File: config.mk
export PLATFORM = sky130hd
export DESIGN_NAME = nabmd_div
export DESIGN_NICKNAME = d
export VERILOG_FILES = /design/src/hdl/nabmd_pkg.sv /design/src/hdl/nabmd_div.sv
export SDC_FILE = /design/constraint.sdc
export NUM_CORES = 1
export LEC_CHECK = 0
export BUFFER_PORTS_ARGS = -buffer_cell sky130_fd_sc_hd__buf_4
export CAP_MARGIN = 20
export CORE_MARGIN = 2
export CORE_UTILIZATION = 46
export CTS_CLUSTER_SIZE = 40
export DETAILED_ROUTE_END_ITERATION = 10
export PLACE_DENSITY = 0.82
export SETUP_SLACK_MARGIN = 0.5
export SLEW_MARGIN = 20
export SYNTH_ARGS = -nofsm -noshare
export SYNTH_HDL_FRONTEND = slang
export SYNTH_SLANG_ARGS = --single-unit
File: constraint.sdc
create_clock -name clock -period 2 [get_ports clock]
set_input_delay 0.3 -clock clock [delete_from_list [all_inputs] [get_ports clock]]
set_output_delay 0.3 -clock clock [all_outputs]
set_load 0.05 [all_outputs]
File: src/hdl/nabmd_pkg.sv
`default_nettype none
package nabmd_pkg;

   // fixed field widths
   localparam int VALUE_W = 32;
   localparam int SUM_W = 40;
   localparam int COUNT_W = 9;
   localparam int DIM_W = 13;
   localparam int POS_W = 12;
   localparam int MIP_W = 5;
   localparam int CSR_ADDR_W = 3;
   localparam int CSR_DATA_W = 13;
   localparam int MAX_IMAGE_HEIGHT = 4096;

   // shared divider geometry
   localparam int DIV_N_W = SUM_W;
   localparam int DIV_D_W = COUNT_W;
   localparam int DIV_CNT_W = 6;

   // register indexes
   typedef enum logic [CSR_ADDR_W-1:0] {
      REG_IMAGE_WIDTH   = 3'd0,
      REG_IMAGE_HEIGHT  = 3'd1,
      REG_REGION_X      = 3'd2,
      REG_REGION_Y      = 3'd3,
      REG_REGION_WIDTH  = 3'd4,
      REG_REGION_HEIGHT = 3'd5,
      REG_MIP           = 3'd6,
      REG_FILTER_MODE   = 3'd7
   } reg_index_type;

   // filter modes
   localparam logic MODE_NEAREST = 1'b0;
   localparam logic MODE_MEAN = 1'b1;

   // sequencer states
   typedef enum logic [3:0] {
      S_IDLE,
      S_CHECK,
      S_DX,
      S_DY,
      S_CW,
      S_CH,
      S_RANGE,
      S_RD,
      S_UPD,
      S_MEAN,
      S_OUT
   } state_type;

endpackage
`default_nettype wire

File: src/hdl/nabmd_div.sv
`default_nettype none
module nabmd_div
   import nabmd_pkg::*;
(
   input  wire logic               clock,
   input  wire logic               reset,
   input  wire logic               start,
   input  wire logic [DIV_N_W-1:0] dividend,
   input  wire logic [DIV_D_W-1:0] divisor,
   output logic                    done,
   output logic [DIV_N_W-1:0]      quotient,
   output logic [DIV_D_W-1:0]      remainder
);

   logic [DIV_D_W-1:0]   rem_ff;
   logic [DIV_N_W-1:0]   quo_ff;
   logic [DIV_D_W-1:0]   dsr_ff;
   logic [DIV_CNT_W-1:0] cnt_ff;
   logic                 busy_ff;
   logic                 done_ff;
   logic [DIV_D_W:0]     trial;
   logic                 fits;
   logic [DIV_D_W:0]     diff;

   // one restoring step per cycle
   always_comb begin
      trial = {rem_ff, quo_ff[DIV_N_W-1]};
      fits = trial >= {1'b0, dsr_ff};
      diff = trial - {1'b0, dsr_ff};
   end

   always_ff @(posedge clock) begin
      if (reset) begin
         busy_ff <= 1'b0;
         done_ff <= 1'b0;
         cnt_ff <= '0;
      end else begin
         done_ff <= 1'b0;
         if (start) begin
            busy_ff <= 1'b1;
            cnt_ff <= '0;
         end else if (busy_ff) begin
            cnt_ff <= cnt_ff + 1'b1;
            if (cnt_ff == DIV_CNT_W'(DIV_N_W - 1)) begin
               busy_ff <= 1'b0;
               done_ff <= 1'b1;
            end
         end
      end
   end

   // datapath
   always_ff @(posedge clock) begin
      if (start) begin
         rem_ff <= '0;
         quo_ff <= dividend;
         dsr_ff <= divisor;
      end else if (busy_ff) begin
         rem_ff <= fits ? diff[DIV_D_W-1:0] : trial[DIV_D_W-1:0];
         quo_ff <= {quo_ff[DIV_N_W-2:0], fits};
      end
   end

   assign done = done_ff;
   assign quotient = quo_ff;
   assign remainder = rem_ff;

endmodule
`default_nettype wire

* After elaboration in Yosys (flattened, before gate mapping)
Cells that the tools add are included.
** Word-level totals
- Output and inout bits :: 50
- Input bits :: 52
- Word-level logic and storage cells :: 21
- Register bits :: 66
** Cells by class
- Equality and inequality tests :: 1
- Reductions and logical operators :: 3
- $add $sub $neg :: 2
- Bitwise gates (word level) :: 1
- Magnitude comparators :: 1
- Mux-type cells :: 7
** Operators with widths (count)
- 2-to-1 mux 40 bit :: 2
- >= comparator 10 x 9 -> 1 bit :: 1
- 2-to-1 mux 9 bit :: 1
- subtractor 9 bit :: 1
- adder 6 x 1 -> 6 bit (second input constant) :: 1
- == test 6 bit (second input constant) :: 1
- 2-to-1 mux 1 bit :: 4
- OR reduction 3 bit :: 1
- nonzero test 2 bit :: 1
- OR reduction 2 bit :: 1
- NOT 1 bit :: 1

* Longest topological paths before layout
- Depth after elaboration :: 4
- Gate-level depth with buffers :: 10

* Worst setup path before layout
OpenSTA, ideal clock, no wires.
- Path type :: register -> register
- Start point :: register quo_ff[39], in the netlist quotient[39]
- End point :: register quo_ff[0], in the netlist quotient[0], data pin
- Data arrival time :: 2134 ps
- Buffers on the path :: 1
- Cell stages (with the launch flop) :: 10
- Clock period less this slack :: 2394 ps
- Setup slack :: -394 ps
- Cell sequence :: edfxtp_1 inv_1 ha_1 inv_1 fa_1 a21oi_1 a211o_1 o211ai_4 buf_8 mux2_2
** Between the ends
- Cells in the longest elaborated chain, start to end :: 3
** Ends and longest elaborated chain
- start, declared :: RTL line nabmd_div.sv:16 : logic [DIV_N_W-1:0] quo_ff;
- start signal, assigned :: RTL line nabmd_div.sv:56 : quo_ff <= dividend;
- start signal, assigned :: RTL line nabmd_div.sv:60 : quo_ff <= {quo_ff[DIV_N_W-2:0], fits};
- >= comparator 10 x 9 -> 1 bit :: RTL line nabmd_div.sv:28 : fits = trial >= {1'b0, dsr_ff};
- 2-to-1 mux 40 bit :: RTL line nabmd_div.sv:58 : end else if (busy_ff) begin
- 2-to-1 mux 40 bit :: RTL line nabmd_div.sv:54 : if (start) begin
No other way between the ends. The select of a mux whose other input is x is not followed.
A chain may end at the register's enable or synchronous reset.

* Final worst setup path
- Start point :: register quo_ff[39], in the netlist quotient[39]
- End point :: register rem_ff[8], in the netlist remainder[8]
** Between the ends
- Cells in the longest elaborated chain, start to end :: 2
- Elaborated cells between the ends (all ways) :: 3
- Classes of those cells :: 1 x add/sub; 1 x order compare; 1 x mux
** Ends and longest elaborated chain
- subtractor 9 bit or >= comparator 10 x 9 -> 1 bit (tied branches) :: RTL line nabmd_div.sv:29, nabmd_div.sv:28
- 2-to-1 mux 9 bit (*) :: RTL line nabmd_div.sv:59 : rem_ff <= fits ? diff[DIV_D_W-1:0] : trial[DIV_D_W-1:0];
- end signal, assigned :: RTL line nabmd_div.sv:59
- end, declared :: RTL line nabmd_div.sv:15 : logic [DIV_D_W-1:0] rem_ff;
Every way passes the cells marked *; elsewhere a longest branch is shown, timed or not.

==> results_dict.tcl <==
set metrics [dict create \
    cts_tree "built" \
    fillers 514 \
    grt_max_degree 48 \
    cp_slowest_cell "edfxtp_1" \
    yosysUniqueCellTypes 44 \
    async_flop_share_pct 0 \
    track_usage_pct 20.26 \
    status "finished with violations" \
    wl_per_cell_um 15.92 \
    syn_inst 245 \
    drt_iter0_markers 114 \
    synth_fp_nets 308 \
    vdd_drop_max_uv 639.1 \
    ios 102 \
    stdcell_count 470 \
    ys_ff_latch 66 \
    arrival_ns 2.31 \
    cts.clk_slew.worst_paths_ns 0.07 \
    cts_htree_levels 3 \
    grt_pass1_vias 2443 \
    power_leakage_nw 1.881 \
    path_delay_family "compound AO/OA/AOI/OAI gates" \
    io_buffers 101 \
    crit_path_start "quotient[39]$_DFFE_PP_" \
    dpl.cell_count 452 \
    drive_gt1_share_pct 54.28 \
    antenna_found_initial 0 \
    core_um2 6794 \
    cap_violations 0 \
    violations "setup timing" \
    synth_edf_count 49 \
    crit_path_cell_trace "inv_2 -> ha_4 -> inv_2 -> fa_2 -> a21o_1 -> a221oi_2 -> nor2_1 -> a311oi_1 -> o221ai_1" \
    final_area_um2 4493 \
    grt_use_met1_pct 24.27 \
    cp-endpoint "remainder[8]$_SDFFE_PP0P_" \
    insertion_delay_ns 0.34 \
    yosysSeqAreaShare_pct 56.28 \
    drc 0 \
    numClockSinks 66 \
    path_common_cell "inv_2" \
    tightest_slew_ns 0.5547 \
    min_period_ns 2.113 \
    max_freq_mhz 473.2 \
    start_kind "flip-flop" \
    root_buffer "clkbuf_8" \
    r2r_slack_ns -0.11 \
    crit_buf_inv 2 \
    routed_via_density 5.121 \
    place_hpwl_um 5467 \
    setup_viol 9 \
    die_h_um 87.66 \
    finalHoldViolCount 0 \
    cp.depth 9 \
    critPathKind "flip-flop to flip-flop" \
    die_x_um 87.66 \
    synth-main-ff-cell "edfxtp_1" \
    period_share_pct 105.7 \
    cts_buffer_depth 2 \
    start_util_pct 47.38 \
    fin_skew_ns 0.006434 \
    area_delta_synth_final_pct 39.56 \
    rr_worst_depth 9 \
    final_nets 432 \
    antenna_left 0 \
    antenna_cells 0 \
    reg2reg_to "remainder[8]$_SDFFE_PP0P_" \
    rsz0062_at_grt "true" \
    grt.busiest_layer "met2" \
    total_power_mw 4.184 \
    num_rows 30 \
    syn_avg_cell_area_um2 13.14 \
    slew_headroom_pct 63.02 \
    drv_slew 0 \
    grtUsageMet3_pct 7.917 \
    post_dp_cell_area_um2 4224 \
    globalRoute.totalOverflow 0 \
    slowest_delay_ns 0.40 \
    cts_made_buffers 9 \
    vias 2407 \
    synth_area_leaders "edfxtp_1, mux2_2, dfxtp_1" \
    ys_warn_count 0 \
    die-area_um2 7683 \
    grt_use_met2_pct 32.30 \
    cp.required_ns 2.20 \
    gp_congestion 0.8695 \
    critical_path.max_fanout 3 \
    synth_area_um2 3219 \
    cellPowerDensity_nw_per_um2 931.3 \
    hp-class "input pin to flip-flop" \
    drtPass1Iterations 4 \
    synth_top_area_share_pct 45.71 \
    reg2reg_from "quotient[39]$_DFFE_PP_" \
    worst_slack_ns -0.1135 \
    endpoint_kind "flip-flop" \
    grt_pass1_wl_um 11730 \
    netlist.top_cell.by_area "edfxtp_1" \
    wl_um 7484 \
    tns_ns -0.3163 \
]
==> area by class of cell <==
cell class,instances,area [µm²],share of cell area [%]
clock buffers,9,123.9,2.757
clock inverters,7,93.84,2.089
inverters,14,52.55,1.170
multi-input cells,153,1329,29.57
flip-flops and latches,66,1812,40.32
well taps,96,120.1,2.673
repair buffers,125,962.2,21.41
==> worst min-delay path by stage <==
stage | startpoint | cells after the start | endpoint
global placement | reset | 2 | busy_ff$_SDFF_PP0_
floorplan | reset | 1 | busy_ff$_SDFF_PP0_
global route | reset | 2 | busy_ff$_SDFF_PP0_
finish | reset | 2 | busy_ff$_SDFF_PP0_
detailed placement | reset | 2 | busy_ff$_SDFF_PP0_
CTS | reset | 2 | busy_ff$_SDFF_PP0_
==> sequential cells by signal (all words and copies together) (netlist names) <==
name and flops:
dsr_ff 9, cnt_ff 6, remainder 9, done 1
quotient 40, busy_ff 1
==> cell usage after synthesis, types with 2 or more instances <==
| master | count |
|---|---|
| a211oi_1 | 3 |
| or2_2 | 2 |
| inv_1 | 14 |
| xnor2_1 | 3 |
| nand3_2 | 2 |
| nand3b_1 | 3 |
| a211oi_2 | 3 |
| mux2_2 | 41 |
| a21oi_1 | 7 |
| mux2i_1 | 7 |
| nand3_1 | 3 |
| ha_1 | 10 |
| dfxtp_1 | 17 |
| o221ai_1 | 2 |
| nor2_1 | 21 |
| buf_1 | 4 |
| nand2_1 | 9 |
| nand2b_1 | 3 |
| o21ai_0 | 4 |
| clkbuf_1 | 6 |
| nor3_1 | 2 |
| o21a_1 | 3 |
| xor2_1 | 5 |
| nand4_1 | 3 |
| edfxtp_1 | 49 |
==> what timing repair did <==
item | in CTS | in global routing
buffers inserted | 2 | 0
cloned | 0 | 0
resized for setup | 4 | 5
setup endpoints to repair | 10 | 10
pin swaps | 7 | 8
hold buffers | 0 | 0
==> logic make-up after synthesis <==
group | synth area share, %
flip-flops | 56.28
adder cells (fa/ha/maj) | 4.508
XOR/XNOR | 2.177
AND/OR/NAND/NOR | 8.318
buffers and inverters | 3.498
multiplexers | 16.52
AO/OA/AOI/OAI | 8.706
==> cell usage in the layout, fill, tap and decap left out, drive strengths merged, types with 2 or more instances in the layout <==
master / n
clkbuf: 9
bufinv: 2
dfxtp: 17
nand3: 5
nand2b: 3
a21o: 2
a211oi: 6
nand4: 3
clkinv: 3
inv: 14
o21a: 3
o221ai: 2
a21oi: 8
edfxtp: 49
xnor2: 3
ha: 10
xor2: 5
or2: 2
nand2: 9
clkinvlp: 2
o21ai: 4
nand3b: 3
nor2: 21
mux2i: 7
buf: 125
nor3: 2
or3: 2
a211o: 2
mux2: 41
==> report_power, final <==
group / internal, mW / switching [mW] / total (mW)
clock: 0.699 / 0.530 / 1.23
combinational: 0.517 / 0.741 / 1.26
sequential: 1.62 / 0.0743 / 1.70
total: 2.84 / 1.35 / 4.18
==> layer usage <==
| layer | wire (µm) | vias to the layer above |
|---|---|---|
| li1 | - | 1163 |
| met1 | 3114 | 1135 |
| met2 | 3593 | 97 |
| met3 | 674 | 12 |
| met4 | 102 | 0 |
| met5 | 0 | - |
==> per-stage QoR <==
step | setup slack (ns) | hold WS (ns) | utilization (%)
after CTS | -0.1367 | 0.1035 | 65.87
after global placement | -0.06435 | 0.4650 | 62.17
after global routing | -0.2628 | 0.1139 | 66.13
after floorplan | -0.3088 | 0.3724 | -
final | -0.1135 | 0.1182 | 66.13
after detailed placement | -0.1556 | 0.4695 | 62.17
Note: power is estimated with default switching activity, not from simulation.
